$ cat src/design/assert_macros.svh
// ----------------------------------------------------------------------------
// Assertion macros
// Shared concurrent assertion forms. The enclosing module provides clock and
// reset.
// ----------------------------------------------------------------------------
`ifndef ASSERT_MACROS_SVH
`define ASSERT_MACROS_SVH

// The expression holds at every clock edge outside reset.
`define ASSERT_ALWAYS(label, expr, msg) \
   label: assert property (@(posedge clock) disable iff (reset) (expr)) \
      else $error(msg);

// The consequent holds in the same cycle as the antecedent.
`define ASSERT_SAME(label, ante, cons, msg) \
   label: assert property (@(posedge clock) disable iff (reset) (ante) |-> (cons)) \
      else $error(msg);

// The consequent holds in the cycle after the antecedent.
`define ASSERT_NEXT(label, ante, cons, msg) \
   label: assert property (@(posedge clock) disable iff (reset) (ante) |=> (cons)) \
      else $error(msg);

`endif

$ cat src/design/sspq_pkg.sv
// ----------------------------------------------------------------------------
// sspq_pkg
// Types and constants shared by the stable sorted priority queue modules.
// ----------------------------------------------------------------------------
package sspq_pkg;

   localparam int CAPACITY    = 16;
   localparam int IDX_W       = (CAPACITY > 1) ? $clog2(CAPACITY) : 1;
   localparam int CNT_W       = $clog2(CAPACITY + 1);
   localparam int TAG_W       = 32;
   localparam int PRIO_W      = 16;
   localparam int FIELD_CNT_W = 5;

   typedef enum logic [1:0] {
      CMD_ENQ    = 2'd0,
      CMD_DEQ    = 2'd1,
      CMD_PEEK   = 2'd2,
      CMD_REMOVE = 2'd3
   } cmd_type;

   typedef enum logic [1:0] {
      STATUS_OK    = 2'd0,
      STATUS_EMPTY = 2'd1,
      STATUS_FULL  = 2'd2
   } status_type;

   typedef enum logic [2:0] {
      SEQ_IDLE,
      SEQ_INS_READ,
      SEQ_INS_CHECK,
      SEQ_INS_PUT,
      SEQ_COMPACT,
      SEQ_HEAD_READ,
      SEQ_HEAD_WAIT,
      SEQ_REPORT
   } state_type;

   typedef struct packed {
      logic [TAG_W-1:0]         tag;
      logic signed [PRIO_W-1:0] prio;
   } entry_type;

   localparam int ENTRY_W = $bits(entry_type);

   typedef struct packed {
      logic             wr_en;
      logic [IDX_W-1:0] wr_addr;
      entry_type        wr_data;
      logic             rd_en;
      logic [IDX_W-1:0] rd_addr;
   } mem_req_type;

   typedef struct packed {
      logic             done;
      entry_type        head;
      status_type       status;
      logic [CNT_W-1:0] removed;
      logic [CNT_W-1:0] count;
   } result_type;

endpackage

$ cat src/design/sspq_ram.sv
// ----------------------------------------------------------------------------
// sspq_ram
// Generic simple dual-port RAM: one write port, one read port with a
// registered read.
// ----------------------------------------------------------------------------
module sspq_ram #(
   parameter int  WIDTH  = 8,
   parameter int  DEPTH  = 16,
   localparam int ADDR_W = (DEPTH > 1) ? $clog2(DEPTH) : 1
) (
   input  logic              clock,
   input  logic              wr_en,
   input  logic [ADDR_W-1:0] wr_addr,
   input  logic [WIDTH-1:0]  wr_data,
   input  logic              rd_en,
   input  logic [ADDR_W-1:0] rd_addr,
   output logic [WIDTH-1:0]  rd_data
);

   logic [WIDTH-1:0] store_ff [DEPTH];
   logic [WIDTH-1:0] rd_data_ff;

   always_ff @(posedge clock) begin
      if (wr_en) begin
         store_ff[wr_addr] <= wr_data;
      end
      if (rd_en) begin
         rd_data_ff <= store_ff[rd_addr];
      end
   end

   assign rd_data = rd_data_ff;

endmodule

$ cat src/design/sspq_seq.sv
// ----------------------------------------------------------------------------
// sspq_seq
// Command sequencer: walks the entry memory to insert, compact or read the
// head, one memory access of each kind per cycle.
// ----------------------------------------------------------------------------
module sspq_seq (
   input  logic                        clock,
   input  logic                        reset,
   input  logic                        accept,
   input  sspq_pkg::cmd_type           cmd,
   input  sspq_pkg::entry_type         item,
   input  logic [sspq_pkg::CNT_W-1:0]  occupancy,
   input  sspq_pkg::entry_type         rd_data,
   output sspq_pkg::mem_req_type       mem_req,
   output sspq_pkg::result_type        result,
   output logic                        busy
);

   localparam int CNT_W = sspq_pkg::CNT_W;
   localparam int IDX_W = sspq_pkg::IDX_W;

   sspq_pkg::state_type  state_ff, state_in;
   sspq_pkg::cmd_type    cmd_ff, cmd_in;
   sspq_pkg::entry_type  new_ff, new_in;
   sspq_pkg::entry_type  head_ff, head_in;
   sspq_pkg::status_type status_ff, status_in;
   logic [CNT_W-1:0]     idx_ff, idx_in;
   logic [CNT_W-1:0]     keep_ff, keep_in;
   logic                 pend_ff, pend_in;
   logic                 first_ff, first_in;

   logic [CNT_W-1:0] idx_m1;
   logic [CNT_W-1:0] idx_m2;
   logic             is_full;
   logic             is_empty;
   logic             ins_stop;
   logic             cmp_issue;
   logic             cmp_drop;

   assign idx_m1    = idx_ff - CNT_W'(1);
   assign idx_m2    = idx_ff - CNT_W'(2);
   assign is_full   = (occupancy == CNT_W'(sspq_pkg::CAPACITY));
   assign is_empty  = (occupancy == '0);
   // The stored entry stays ahead of the new one when its priority is equal or higher.
   assign ins_stop  = ($signed(rd_data.prio) >= $signed(new_ff.prio));
   assign cmp_issue = (idx_ff < occupancy);
   assign cmp_drop  = (cmd_ff == sspq_pkg::CMD_DEQ) ? first_ff : (rd_data.tag == new_ff.tag);

   always_ff @(posedge clock) begin
      if (reset) begin
         state_ff <= sspq_pkg::SEQ_IDLE;
         pend_ff  <= 1'b0;
      end else begin
         state_ff <= state_in;
         pend_ff  <= pend_in;
      end
   end

   always_ff @(posedge clock) begin
      cmd_ff    <= cmd_in;
      new_ff    <= new_in;
      head_ff   <= head_in;
      status_ff <= status_in;
      idx_ff    <= idx_in;
      keep_ff   <= keep_in;
      first_ff  <= first_in;
   end

   // Next state.
   always_comb begin
      state_in = state_ff;
      case (state_ff)
         sspq_pkg::SEQ_IDLE: begin
            if (accept) begin
               case (cmd)
                  sspq_pkg::CMD_ENQ: begin
                     if (is_full) begin
                        state_in = sspq_pkg::SEQ_REPORT;
                     end else if (is_empty) begin
                        state_in = sspq_pkg::SEQ_INS_PUT;
                     end else begin
                        state_in = sspq_pkg::SEQ_INS_READ;
                     end
                  end
                  sspq_pkg::CMD_DEQ: begin
                     state_in = is_empty ? sspq_pkg::SEQ_REPORT : sspq_pkg::SEQ_COMPACT;
                  end
                  sspq_pkg::CMD_PEEK: begin
                     state_in = is_empty ? sspq_pkg::SEQ_REPORT : sspq_pkg::SEQ_HEAD_READ;
                  end
                  default: begin
                     state_in = sspq_pkg::SEQ_COMPACT;
                  end
               endcase
            end
         end
         sspq_pkg::SEQ_INS_READ: begin
            state_in = sspq_pkg::SEQ_INS_CHECK;
         end
         sspq_pkg::SEQ_INS_CHECK: begin
            if (ins_stop) begin
               state_in = sspq_pkg::SEQ_REPORT;
            end else if (idx_ff == CNT_W'(1)) begin
               state_in = sspq_pkg::SEQ_INS_PUT;
            end
         end
         sspq_pkg::SEQ_INS_PUT: begin
            state_in = sspq_pkg::SEQ_REPORT;
         end
         sspq_pkg::SEQ_COMPACT: begin
            if (!cmp_issue) begin
               state_in = sspq_pkg::SEQ_REPORT;
            end
         end
         sspq_pkg::SEQ_HEAD_READ: begin
            state_in = sspq_pkg::SEQ_HEAD_WAIT;
         end
         sspq_pkg::SEQ_HEAD_WAIT: begin
            state_in = sspq_pkg::SEQ_REPORT;
         end
         sspq_pkg::SEQ_REPORT: begin
            state_in = sspq_pkg::SEQ_IDLE;
         end
         default: begin
            state_in = sspq_pkg::SEQ_IDLE;
         end
      endcase
   end

   // Walk registers.
   always_comb begin
      cmd_in    = cmd_ff;
      new_in    = new_ff;
      head_in   = head_ff;
      status_in = status_ff;
      idx_in    = idx_ff;
      keep_in   = keep_ff;
      pend_in   = 1'b0;
      first_in  = first_ff;
      case (state_ff)
         sspq_pkg::SEQ_IDLE: begin
            if (accept) begin
               cmd_in    = cmd;
               new_in    = item;
               head_in   = '0;
               keep_in   = '0;
               first_in  = 1'b1;
               idx_in    = (cmd == sspq_pkg::CMD_ENQ) ? occupancy : '0;
               status_in = sspq_pkg::STATUS_OK;
               if (cmd == sspq_pkg::CMD_ENQ && is_full) begin
                  status_in = sspq_pkg::STATUS_FULL;
               end else if ((cmd == sspq_pkg::CMD_DEQ || cmd == sspq_pkg::CMD_PEEK)
                            && is_empty) begin
                  status_in = sspq_pkg::STATUS_EMPTY;
               end
            end
         end
         sspq_pkg::SEQ_INS_CHECK: begin
            if (!ins_stop) begin
               idx_in = idx_m1;
            end
         end
         sspq_pkg::SEQ_COMPACT: begin
            pend_in = cmp_issue;
            if (cmp_issue) begin
               idx_in = idx_ff + CNT_W'(1);
            end
            if (pend_ff) begin
               first_in = 1'b0;
               if (first_ff && cmd_ff == sspq_pkg::CMD_DEQ) begin
                  head_in = rd_data;
               end
               if (!cmp_drop) begin
                  keep_in = keep_ff + CNT_W'(1);
               end
            end
         end
         sspq_pkg::SEQ_HEAD_WAIT: begin
            head_in = rd_data;
         end
         default: begin
         end
      endcase
   end

   // Memory accesses and result. Inserting writes only above the next read and
   // compaction writes only below it, so no access can see a stale entry.
   always_comb begin
      mem_req        = '0;
      result         = '0;
      result.head    = head_ff;
      result.status  = status_ff;
      case (state_ff)
         sspq_pkg::SEQ_INS_READ: begin
            mem_req.rd_en   = 1'b1;
            mem_req.rd_addr = idx_m1[IDX_W-1:0];
         end
         sspq_pkg::SEQ_INS_CHECK: begin
            mem_req.wr_en   = 1'b1;
            mem_req.wr_addr = idx_ff[IDX_W-1:0];
            if (ins_stop) begin
               mem_req.wr_data = new_ff;
            end else begin
               mem_req.wr_data = rd_data;
               mem_req.rd_en   = (idx_ff > CNT_W'(1));
               mem_req.rd_addr = idx_m2[IDX_W-1:0];
            end
         end
         sspq_pkg::SEQ_INS_PUT: begin
            mem_req.wr_en   = 1'b1;
            mem_req.wr_addr = idx_ff[IDX_W-1:0];
            mem_req.wr_data = new_ff;
         end
         sspq_pkg::SEQ_COMPACT: begin
            mem_req.rd_en   = cmp_issue;
            mem_req.rd_addr = idx_ff[IDX_W-1:0];
            mem_req.wr_en   = pend_ff && !cmp_drop;
            mem_req.wr_addr = keep_ff[IDX_W-1:0];
            mem_req.wr_data = rd_data;
         end
         sspq_pkg::SEQ_HEAD_READ: begin
            mem_req.rd_en   = 1'b1;
            mem_req.rd_addr = '0;
         end
         sspq_pkg::SEQ_REPORT: begin
            result.done = 1'b1;
            case (cmd_ff)
               sspq_pkg::CMD_ENQ: begin
                  result.count = (status_ff == sspq_pkg::STATUS_OK)
                                 ? occupancy + CNT_W'(1) : occupancy;
               end
               sspq_pkg::CMD_DEQ: begin
                  result.count = (status_ff == sspq_pkg::STATUS_OK) ? keep_ff : occupancy;
               end
               sspq_pkg::CMD_PEEK: begin
                  result.count = occupancy;
               end
               default: begin
                  result.count   = keep_ff;
                  result.removed = occupancy - keep_ff;
               end
            endcase
         end
         default: begin
         end
      endcase
   end

   assign busy = (state_ff != sspq_pkg::SEQ_IDLE);

endmodule

$ cat src/design/stable_sorted_priority_queue.sv
// From the accepting edge, a refused enqueue or an empty dequeue or peek goes straight to
// the result; a peek reads the head entry first, dequeue and remove walk every entry,
// an enqueue into an empty queue writes at once, else lower entries are moved up in turn.
// The next command is taken in the cycle its predecessor's result is shown, one
// memory walk step per cycle sets the rate. Results cannot be stalled.
// Reset empties the queue at once; the entry memory needs no clearing.
// ----------------------------------------------------------------------------
// stable_sorted_priority_queue
// Priority queue kept sorted in one entry memory, stable for equal priorities.
// ----------------------------------------------------------------------------
`include "assert_macros.svh"

module stable_sorted_priority_queue (
   input  logic                clock,
   input  logic                reset,
   input  logic                start,
   output logic                busy,
   input  logic [1:0]          req_cmd,
   input  logic [31:0]         req_item_tag,
   input  logic signed [15:0]  req_item_priority,
   output logic                rsp_valid,
   output logic [31:0]         rsp_out_tag,
   output logic signed [15:0]  rsp_out_priority,
   output logic [1:0]          rsp_status,
   output logic [4:0]          rsp_removed_count,
   output logic [4:0]          rsp_entry_count
);

   localparam int CNT_W = sspq_pkg::CNT_W;
   localparam int FCW   = sspq_pkg::FIELD_CNT_W;

   logic                          accept;
   logic                          seq_busy;
   sspq_pkg::entry_type           item;
   sspq_pkg::entry_type           rd_entry;
   logic [sspq_pkg::ENTRY_W-1:0]  ram_rd_data;
   sspq_pkg::mem_req_type         mem_req;
   sspq_pkg::result_type          result;

   logic [CNT_W-1:0]              occupancy_ff, occupancy_in;
   logic                          rsp_valid_ff;
   sspq_pkg::entry_type           rsp_head_ff;
   sspq_pkg::status_type          rsp_status_ff;
   logic [CNT_W-1:0]              rsp_removed_ff;
   logic [CNT_W-1:0]              rsp_count_ff;

   assign accept    = start && !seq_busy;
   assign item.tag  = req_item_tag;
   assign item.prio = req_item_priority;
   assign rd_entry  = ram_rd_data;

   sspq_ram #(
      .WIDTH (sspq_pkg::ENTRY_W),
      .DEPTH (sspq_pkg::CAPACITY)
   ) u_ram (
      .clock   (clock),
      .wr_en   (mem_req.wr_en),
      .wr_addr (mem_req.wr_addr),
      .wr_data (mem_req.wr_data),
      .rd_en   (mem_req.rd_en),
      .rd_addr (mem_req.rd_addr),
      .rd_data (ram_rd_data)
   );

   sspq_seq u_seq (
      .clock     (clock),
      .reset     (reset),
      .accept    (accept),
      .cmd       (sspq_pkg::cmd_type'(req_cmd)),
      .item      (item),
      .occupancy (occupancy_ff),
      .rd_data   (rd_entry),
      .mem_req   (mem_req),
      .result    (result),
      .busy      (seq_busy)
   );

   assign occupancy_in = result.done ? result.count : occupancy_ff;

   always_ff @(posedge clock) begin
      if (reset) begin
         occupancy_ff <= '0;
         rsp_valid_ff <= 1'b0;
      end else begin
         occupancy_ff <= occupancy_in;
         rsp_valid_ff <= result.done;
      end
   end

   always_ff @(posedge clock) begin
      if (result.done) begin
         rsp_head_ff    <= result.head;
         rsp_status_ff  <= result.status;
         rsp_removed_ff <= result.removed;
         rsp_count_ff   <= result.count;
      end
   end

   assign busy              = seq_busy;
   assign rsp_valid         = rsp_valid_ff;
   assign rsp_out_tag       = rsp_head_ff.tag;
   assign rsp_out_priority  = rsp_head_ff.prio;
   assign rsp_status        = rsp_status_ff;
   assign rsp_removed_count = FCW'(rsp_removed_ff);
   assign rsp_entry_count   = FCW'(rsp_count_ff);

   `ASSERT_ALWAYS(a_occ_bounded, occupancy_ff <= CNT_W'(sspq_pkg::CAPACITY), "occupancy overflow")
   `ASSERT_NEXT(a_accept_busy, accept, busy, "accepted item did not start work")
   `ASSERT_SAME(a_count_match, rsp_valid, rsp_count_ff == occupancy_ff, "reported count differs")
   `ASSERT_SAME(a_full_count, rsp_valid && rsp_status == sspq_pkg::STATUS_FULL, occupancy_ff == CNT_W'(sspq_pkg::CAPACITY), "full status while not full")

endmodule
$ cat config.mk
export PLATFORM = sky130hd
export DESIGN_NAME = stable_sorted_priority_queue
export DESIGN_NICKNAME = d
export VERILOG_FILES = /design/src/design/sspq_pkg.sv /design/src/design/sspq_ram.sv /design/src/design/sspq_seq.sv /design/src/design/stable_sorted_priority_queue.sv
export VERILOG_INCLUDE_DIRS = /design/src /design/src/design
export SDC_FILE = /design/constraint.sdc
export NUM_CORES = 1
export LEC_CHECK = 0
export BUFFER_PORTS_ARGS = -buffer_cell sky130_fd_sc_hd__buf_2
export CORE_MARGIN = 1.5
export CORE_UTILIZATION = 28
export CTS_BUF_LIST = sky130_fd_sc_hd__clkbuf_16
export DETAILED_ROUTE_END_ITERATION = 6
export GPL_ROUTABILITY_DRIVEN = 0
export PLACE_DENSITY = 0.5
export SLEW_MARGIN = 20
export SYNTH_ARGS = -nofsm -noshare
export SYNTH_HDL_FRONTEND = slang
export SYNTH_SLANG_ARGS = --single-unit
export TNS_END_PERCENT = 100
$ cat constraint.sdc
create_clock -name clock -period 7.4 [get_ports clock]
set_input_delay 1.11 -clock clock [delete_from_list [all_inputs] [get_ports clock]]
set_output_delay 1.11 -clock clock [all_outputs]
set_load 0.05 [all_outputs]
==> results by group, run 1 <==
Placed design
  – PortBufs: 114
  – Pre-CTS setup slack: 2.52 ns
  – Post-detail-place hpwl: 59.2 mm
  – Number of instances in the placed design: 4515

Clocking
  – Clock transition at path regs: 0.06 ns
  – CTS sink count: 997
  – CTS Buf Count: 101
  – Clk_lat worst skew: 0.71 ns
  – Post-cts hold buffer count: 0
  – CTS tree: yes
  – CTS H-Tree Depth: 3
  – Root Driver: clkbuf_16
  – Postcts setup bufs: 0
  – Resized cells post-CTS: 0
  – CTS max path bufs: 3

Setup path
  – R2R Path Start: u_seq.idx_ff[2]
  – R2r endpoint: u_ram.rd_data[4]
  – Kind of critical path: flop to flop
  – FF-to-FF setup slack: 2.48 ns
  – CP Max Fanout: 27
  – Crit path arrival time: 5.36 ns
  – Critical Path Sink: u_ram.rd_data[4]
  – Crit path launch type: flop
  – Crit path capture type: flop
  – Origin of the worst setup path: u_seq.idx_ff[2]
  – R2R depth: 12
  – CP required: 7.84 ns

Power
  – Clock Power Share: 0.227
  – Leak: 16.1 nW
  – Sequential Power Share: 0.402
  – Switching share of total power: 0.386
  – Final total power: 22.0 mW
  – P_int: 13.5 mW
  – Pwr per Cell Area: 478 nW/um2
  – Comb power frac: 0.371
  – Max VDD drop: 0.473 mV
  – Net switching power: 8.49 mW

Logic synthesis
  – Mean post-synth cell area: 15.3 um2
  – #FFs+latches synth: 997
  – Gate Count Post-Synth: 2609
  – Seq/Total Area, Yosys: 0.748
  – Ys async rst share: 0
  – Syn Std Cell Area: 39900 um2
  – Ys Warns: 0
  – Post-synth cell types: 65
  – Net Count, Synth: 2700
  – Dominant synthesized flop cell: edfxtp_1
  – Post-synth EDFFs: 987

GRT
  – Vias in the first global route: 21.8k
  – First-pass GRT wire length: 160 mm
  – Initial antenna violation count: 14
  – All-Layer GR Usage: 0.151
  – Largest net degree at the start of global routing: 113
  – Grt ovf: 0

Detailed routing
  – ANT nets after route: 0
  – DRT Wirelength: 112 mm
  – First-pass DRT Iterations: 5
  – Vias per cell: 4.90
  – # DRC: 0
  – Drt wl/cell: 23.9 um
  – Initial drt markers: 2231
  – Vias: 23.1k

Finish
  – Share of layout cells above drive strength 1: 0.125
  – Post-Layout Cell Count: 4705
  – Final #Nets: 2821
  – P&R area growth vs syn: 15.6%

STA
  – F_max: 0.203 GHz
  – Fin. Hold Viols: 0
  – Minimum clock period: 4.92 ns
  – Setup-failing EPs final: 0
  – Sum Neg Setup Slack: 0 ns
  – Slew HR: 0.223
  – Period utilisation layout: 0.664
  – Fin. max-slew vios: 0
  – Worst setup slack after layout: 2.48 ns
  – Final clock skew: 0.0352 ns
  – RSZ-0062 raised after global routing: no
  – Slew of the pin with the lowest slew margin: 1.17 ns

Outcome
  – Status: finished, final reports clean

Die
  – Core area: 141000 um2
  – IO Pins: 115
  – Die Y: 380 um
  – Cell Rows: 138
  – Chip Width: 380 um
  – Initial core utilization: 0.282
  – Die area: 145000 um2

Worst hold path
  – Hold crit path type: flop to flop

Flow run
  – Number of max-cap violations: 0
==> power by group through the flow <==
stage	sequential [mW]	combinational [mW]	clock, mW
after floorplan	8.72	5.31	0
after global placement	8.95	8.13	0
after detailed placement	8.93	8.17	0
after CTS	8.84	8.21	5.12
after global routing	8.91	8.87	5.33
final	8.85	8.17	5.01
==> worst max-delay path, stage by stage, from the launching register on <==
cell	delay (ns)
edfxtp_1	0.58
inv_1	0.18
ha_1	0.19
a21boi_0	0.58
o21ai_0	0.46
nand2b_1	0.27
nand4_1	0.10
and2_2	0.14
buf_4	0.46
and2_1	0.90
buf_4	0.42
a221oi_1	0.14
o32a_1	0.24
==> worst min-delay path by stage <==
stage                                start                   end  cells past startpoint
after floorplan           u_seq.result[12]   rsp_out_priority[0]                      0
after global placement    u_seq.result[13]   rsp_out_priority[1]                      0
after detailed placement  u_seq.result[42]       rsp_out_tag[14]                      0
after CTS                 u_seq.result[23]  rsp_out_priority[11]                      0
after global routing      u_seq.result[53]       rsp_out_tag[25]                      0
final                     u_seq.result[23]  rsp_out_priority[11]                      0
==> synthesized netlist by cell type (10+ instances only) <==
| cell | instances | share of area |
|---|---|---|
| a21o_1 | 10 | 0.0019 |
| a21oi_1 | 189 | 0.024 |
| a221oi_1 | 66 | 0.014 |
| a22o_1 | 50 | 0.011 |
| a32oi_1 | 29 | 0.0064 |
| and2_1 | 51 | 0.0080 |
| buf_2 | 41 | 0.0051 |
| buf_4 | 14 | 0.0026 |
| clkbuf_1 | 79 | 0.0074 |
| dfxtp_1 | 10 | 0.0050 |
| edfxtp_1 | 987 | 0.74 |
| ha_1 | 37 | 0.012 |
| inv_1 | 96 | 0.0090 |
| mux2i_1 | 220 | 0.055 |
| nand2_1 | 290 | 0.027 |
| nand3_1 | 116 | 0.015 |
| nor2_1 | 62 | 0.0058 |
| nor4_1 | 10 | 0.0016 |
| o21a_1 | 23 | 0.0043 |
| o21ai_0 | 48 | 0.0060 |
| o21ai_1 | 19 | 0.0024 |
| o32a_1 | 23 | 0.0058 |
| xnor2_1 | 16 | 0.0035 |
| xor2_1 | 26 | 0.0057 |
==> area by class of cell <==
class	count	area [um2]
inverter	97	365
timing repair buffer	166	1070
tap	1890	2360
clock inverter	86	678
fill	13719	95300
multi-input combinational	1367	9240
sequential	997	29800
antenna	1	2.50
clock buffer	101	2530
==> state kept, by name (all words and copies together) (netlist names) <==
name and cells:
occupancy_ff 5, rsp_entry_count 5, rsp_out_priority 16, rsp_out_tag 32, rsp_removed_count 5, rsp_status 2, rsp_valid 1, u_ram.rd_data 48
u_ram.store_ff 768, u_seq.cmd_ff 2, u_seq.first_ff 1, u_seq.idx_ff 5, u_seq.keep_ff 5, u_seq.new_ff 48, u_seq.pend_ff 1, u_seq.result 48
u_seq.state_ff 3, u_seq.status_ff 2
==> per-layer routing <==
layer,share of wire,up-vias,track usage,routed length [um]
met5,0,-,0,0
met3,0.069,143,0.0294,7700
met1,0.49,11837,0.233,54700
li1,-,10257,-,-
met2,0.43,817,0.216,47700
met4,0.019,0,0.0379,2180
==> per-stage QoR <==
step,hold slack (ns),util,instance area [um2]
3_3_place_gp,0.403,0.303,42900
3_5_place_dp,0.405,0.303,42900
4_1_cts,0.423,0.326,46100
5_1_grt,0.427,0.326,46100
2_1_floorplan,0.400,-,39900
6_report,0.421,0.326,46100
==> cell families after synthesis <==
group,Yosys count,share of synthesized area
flip-flops,997,0.748
buffers and inverters,245,0.0264
XOR/XNOR,42,0.00922
AND/OR/NAND/NOR,566,0.0632
multiplexers,221,0.0555
adder cells (fa/ha/maj),38,0.0121
AO/OA/AOI/OAI,500,0.0853
==> cell usage in the layout (no fill, tap or decap), types with 50 or more instances in the layout <==
| cell | count |
|---|---|
| and2_1 | 50 |
| inv_1 | 117 |
| mux2i_1 | 220 |
| a221oi_1 | 66 |
| nand2_1 | 290 |
| a21oi_1 | 189 |
| edfxtp_1 | 987 |
| buf_2 | 114 |
| nand3_1 | 116 |
| clkbuf_16 | 101 |
| a22o_1 | 50 |
(Power assumes the default switching activity.)
==> inputs of run 2 (changes only) <==
Clock period 7.4 ns to 4.6 ns, I/O delays scaled along.
==> run 2 against run 1 <==
Net effect: wire length grew 0.80%; flip-flop and latch count stayed put; cell area rose by 3.1%; critical path depth is the same; critical endpoint is now u_ram.rd_data[2]; core utilization is 1.0 points higher; register-to-register slack worse by 2.1 ns; fmax grew 16%; count of clock-buffer cells in the layout unchanged; sequential share of layout area decreased by 1.9 points; worst setup slack lost 2.1 ns; global-route usage grew 0.25 points; combinational power grew 71%.
==> results by group, run 2 (synthesized netlist as in run 1, its figures left out) <==
Finish
  – N_diodes: 0 (-1)
  – Share of layout cells above drive strength 1: 0.150 (+0.0247)
  – Final #Nets: 2902 (+2.9%)
  – P&R area growth vs syn: 19.1%
  – FILL cells: 13.6k (-0.55%)
  – Top reg by flops: u_ram.store_ff
  – Largest register FFs: 768 (unchanged)
  – Most frequent cells in the layout: edfxtp_1 (987), nand2_1 (290), mux2i_1 (220)
  – Final std cell area, no fill: 47500 um2 (+3.1%)
  – Most common cell after layout, fill and taps aside: edfxtp_1
  – Utilization after layout: 0.336 (+0.0101)

Setup path
  – R2R Path Start: u_ram.rd_data[13]
  – FF-to-FF setup slack: 0.38 ns (-2.11 ns)
  – Buffers & Inverters on Critical Path: 2 (-1)
  – Crit path launch type: flop
  – CP required: 5.02 ns (-2.82 ns)
  – Crit path arrival time: 4.64 ns (-0.72 ns)
  – CP Max Fanout: 40 (+48%)
  – Origin of the worst setup path: u_ram.rd_data[13]
  – CP peak stage delay: 0.72 ns (-0.18 ns)
  – Kind of critical path: flop to flop
  – Critical-path top delay cell: nor4_1
  – Crit path capture type: flop
  – Worst path cell trace: ha_1, a21o_1, a21o_1, a2111o_1, nor4_1, o41a_2, buf_12, buf_12, mux2i_1, mux2i_1, a32oi_1, nand3_1
  – Crit-path leading delay family: compound AO/OA/AOI/OAI gates

Clocking
  – CTS sink count: 997 (unchanged)
  – Clk_lat worst skew: 0.72 ns (about the same)
  – Clock transition at path regs: 0.06 ns (about the same)
  – Postcts setup bufs: 0 (unchanged)
  – CTS H-Tree Depth: 3 (unchanged)
  – CTS Buf Count: 101 (unchanged)
  – Resized cells post-CTS: 0 (unchanged)
  – CTS tree: yes
  – Post-cts hold buffer count: 0 (unchanged)
  – Root Driver: clkbuf_16
  – CTS max path bufs: 3 (unchanged)

Die
  – Chip Width: 380 um (unchanged)
  – IO Pins: 115 (unchanged)
  – Initial core utilization: 0.282 (unchanged)
  – Die area: 145000 um2 (unchanged)
  – Cell Rows: 138 (unchanged)
  – Core area: 141000 um2 (unchanged)
  – Die Y: 380 um (unchanged)

Detailed routing
  – DRT Wirelength: 113 mm (+0.80%)
  – Vias per cell: 4.87 (-0.57%)
  – Initial drt markers: 2141 (-4.0%)
  – # DRC: 0 (unchanged)
  – Vias: 23.3k (+1.0%)
  – First-pass DRT Iterations: 5 (unchanged)
  – Drt wl/cell: 23.7 um (-0.81%)
  – ANT nets after route: 0 (unchanged)

GRT
  – Initial antenna violation count: 3 (-11)
  – Grt ovf: 0 (unchanged)
  – All-Layer GR Usage: 0.154 (+0.00249)
  – Vias in the first global route: 22.5k (+3.1%)
  – Largest net degree at the start of global routing: 84 (-26%)
  – First-pass GRT wire length: 163 mm (+2.2%)

STA
  – Slew HR: 0.313 (+0.0896)
  – RSZ-0062 raised after global routing: no
  – Sum Neg Setup Slack: 0 ns (unchanged)
  – Minimum clock period: 4.22 ns (-0.693 ns)
  – Slew of the pin with the lowest slew margin: 1.03 ns (-0.136 ns)
  – Final clock skew: 0.0421 ns (+0.00690 ns)
  – Period utilisation layout: 0.918 (+0.254)
  – Fin. max-slew vios: 0 (unchanged)
  – Fin. Hold Viols: 0 (unchanged)
  – Setup-failing EPs final: 0 (unchanged)
  – F_max: 0.237 GHz (+16%)

Outcome
  – Status: finished, final reports clean

Power
  – P_int: 22.5 mW (+66%)
  – Switching share of total power: 0.381 (-0.00452)
  – Leak: 16.7 nW (+4.0%)
  – Pwr per Cell Area: 766 nW/um2 (+60%)
  – Max VDD drop: 0.508 mV (+7.3%)
  – Final total power: 36.4 mW (+65%)
  – Sequential Power Share: 0.390 (-0.012)
  – Clock Power Share: 0.225 (-0.002)
  – Net switching power: 13.9 mW (+63%)
  – Comb power frac: 0.385 (+0.014)

Worst hold path
  – Hold crit path type: input pin to flop
  – Hold path start: req_item_tag[12]

Flow run
  – Number of max-cap violations: 0 (unchanged)

Placed design
  – Post-detail-place hpwl: 67.0 mm (+13%)
  – PortBufs: 114 (unchanged)
  – DP Area: 44200 um2 (+3.2%)
==> run 2: cell types whose count changed in the layout (fill, tap and decap cells not counted), moves of 2 or more <==
cell       delta
clkinv_16     +2
clkinv_2      -4
inv_16        -2
clkinv_8      +2
buf_4        +24
clkinv_4      +2
buf_12       +58
clkinv_1      -3
bufinv_16     +2
==> run 2: cell type report <==
cell class	instances	area (um2)	area share
sequential	997	29800	0.628
multi-input combinational	1367	9240	0.195
clock buffer	101	2530	0.0532
timing repair buffer	247	2410	0.0508
tap	1890	2360	0.0498
clock inverter	82	757	0.0159
inverter	97	365	0.00769
==> run 2: path summary, 6_finish.rpt <==
kind,depth (start not counted),to
max reg2reg,12,u_ram.rd_data[2]
min,1,u_seq.new_ff[28]
min reg2reg,0,rsp_out_tag[3]
max,12,u_ram.rd_data[2]
==> run 2: power groups by stage <==
stage                     sequential, mW  combinational [mW]  clock (mW)
after floorplan                     14.0                8.55           0
after global placement              14.4                14.0           0
after detailed placement            14.3                14.1           0
after CTS                           14.2                14.1        8.37
after global routing                14.3                15.2        8.72
final                               14.2                14.0        8.20
==> run 2: per-layer routing <==
layer	global-route usage	vias up	wire (um)
met5	0	-	0
met4	0.0322	0	1700
met3	0.0295	121	7240
met2	0.227	767	49400
met1	0.233	11991	54800
li1	-	10413	-
==> run 2: metrics by stage <==
step | setup slack (ns) | hold WS [ns] | instances
finish | 0.376 | 0.144 | 4781
global route | 0.192 | 0.100 | 4781
global placement | 0.240 | 0.403 | 4597
detailed placement | 0.396 | 0.405 | 4598
CTS | 0.384 | 0.0947 | 4781
floorplan | 0.454 | 0.400 | 2609
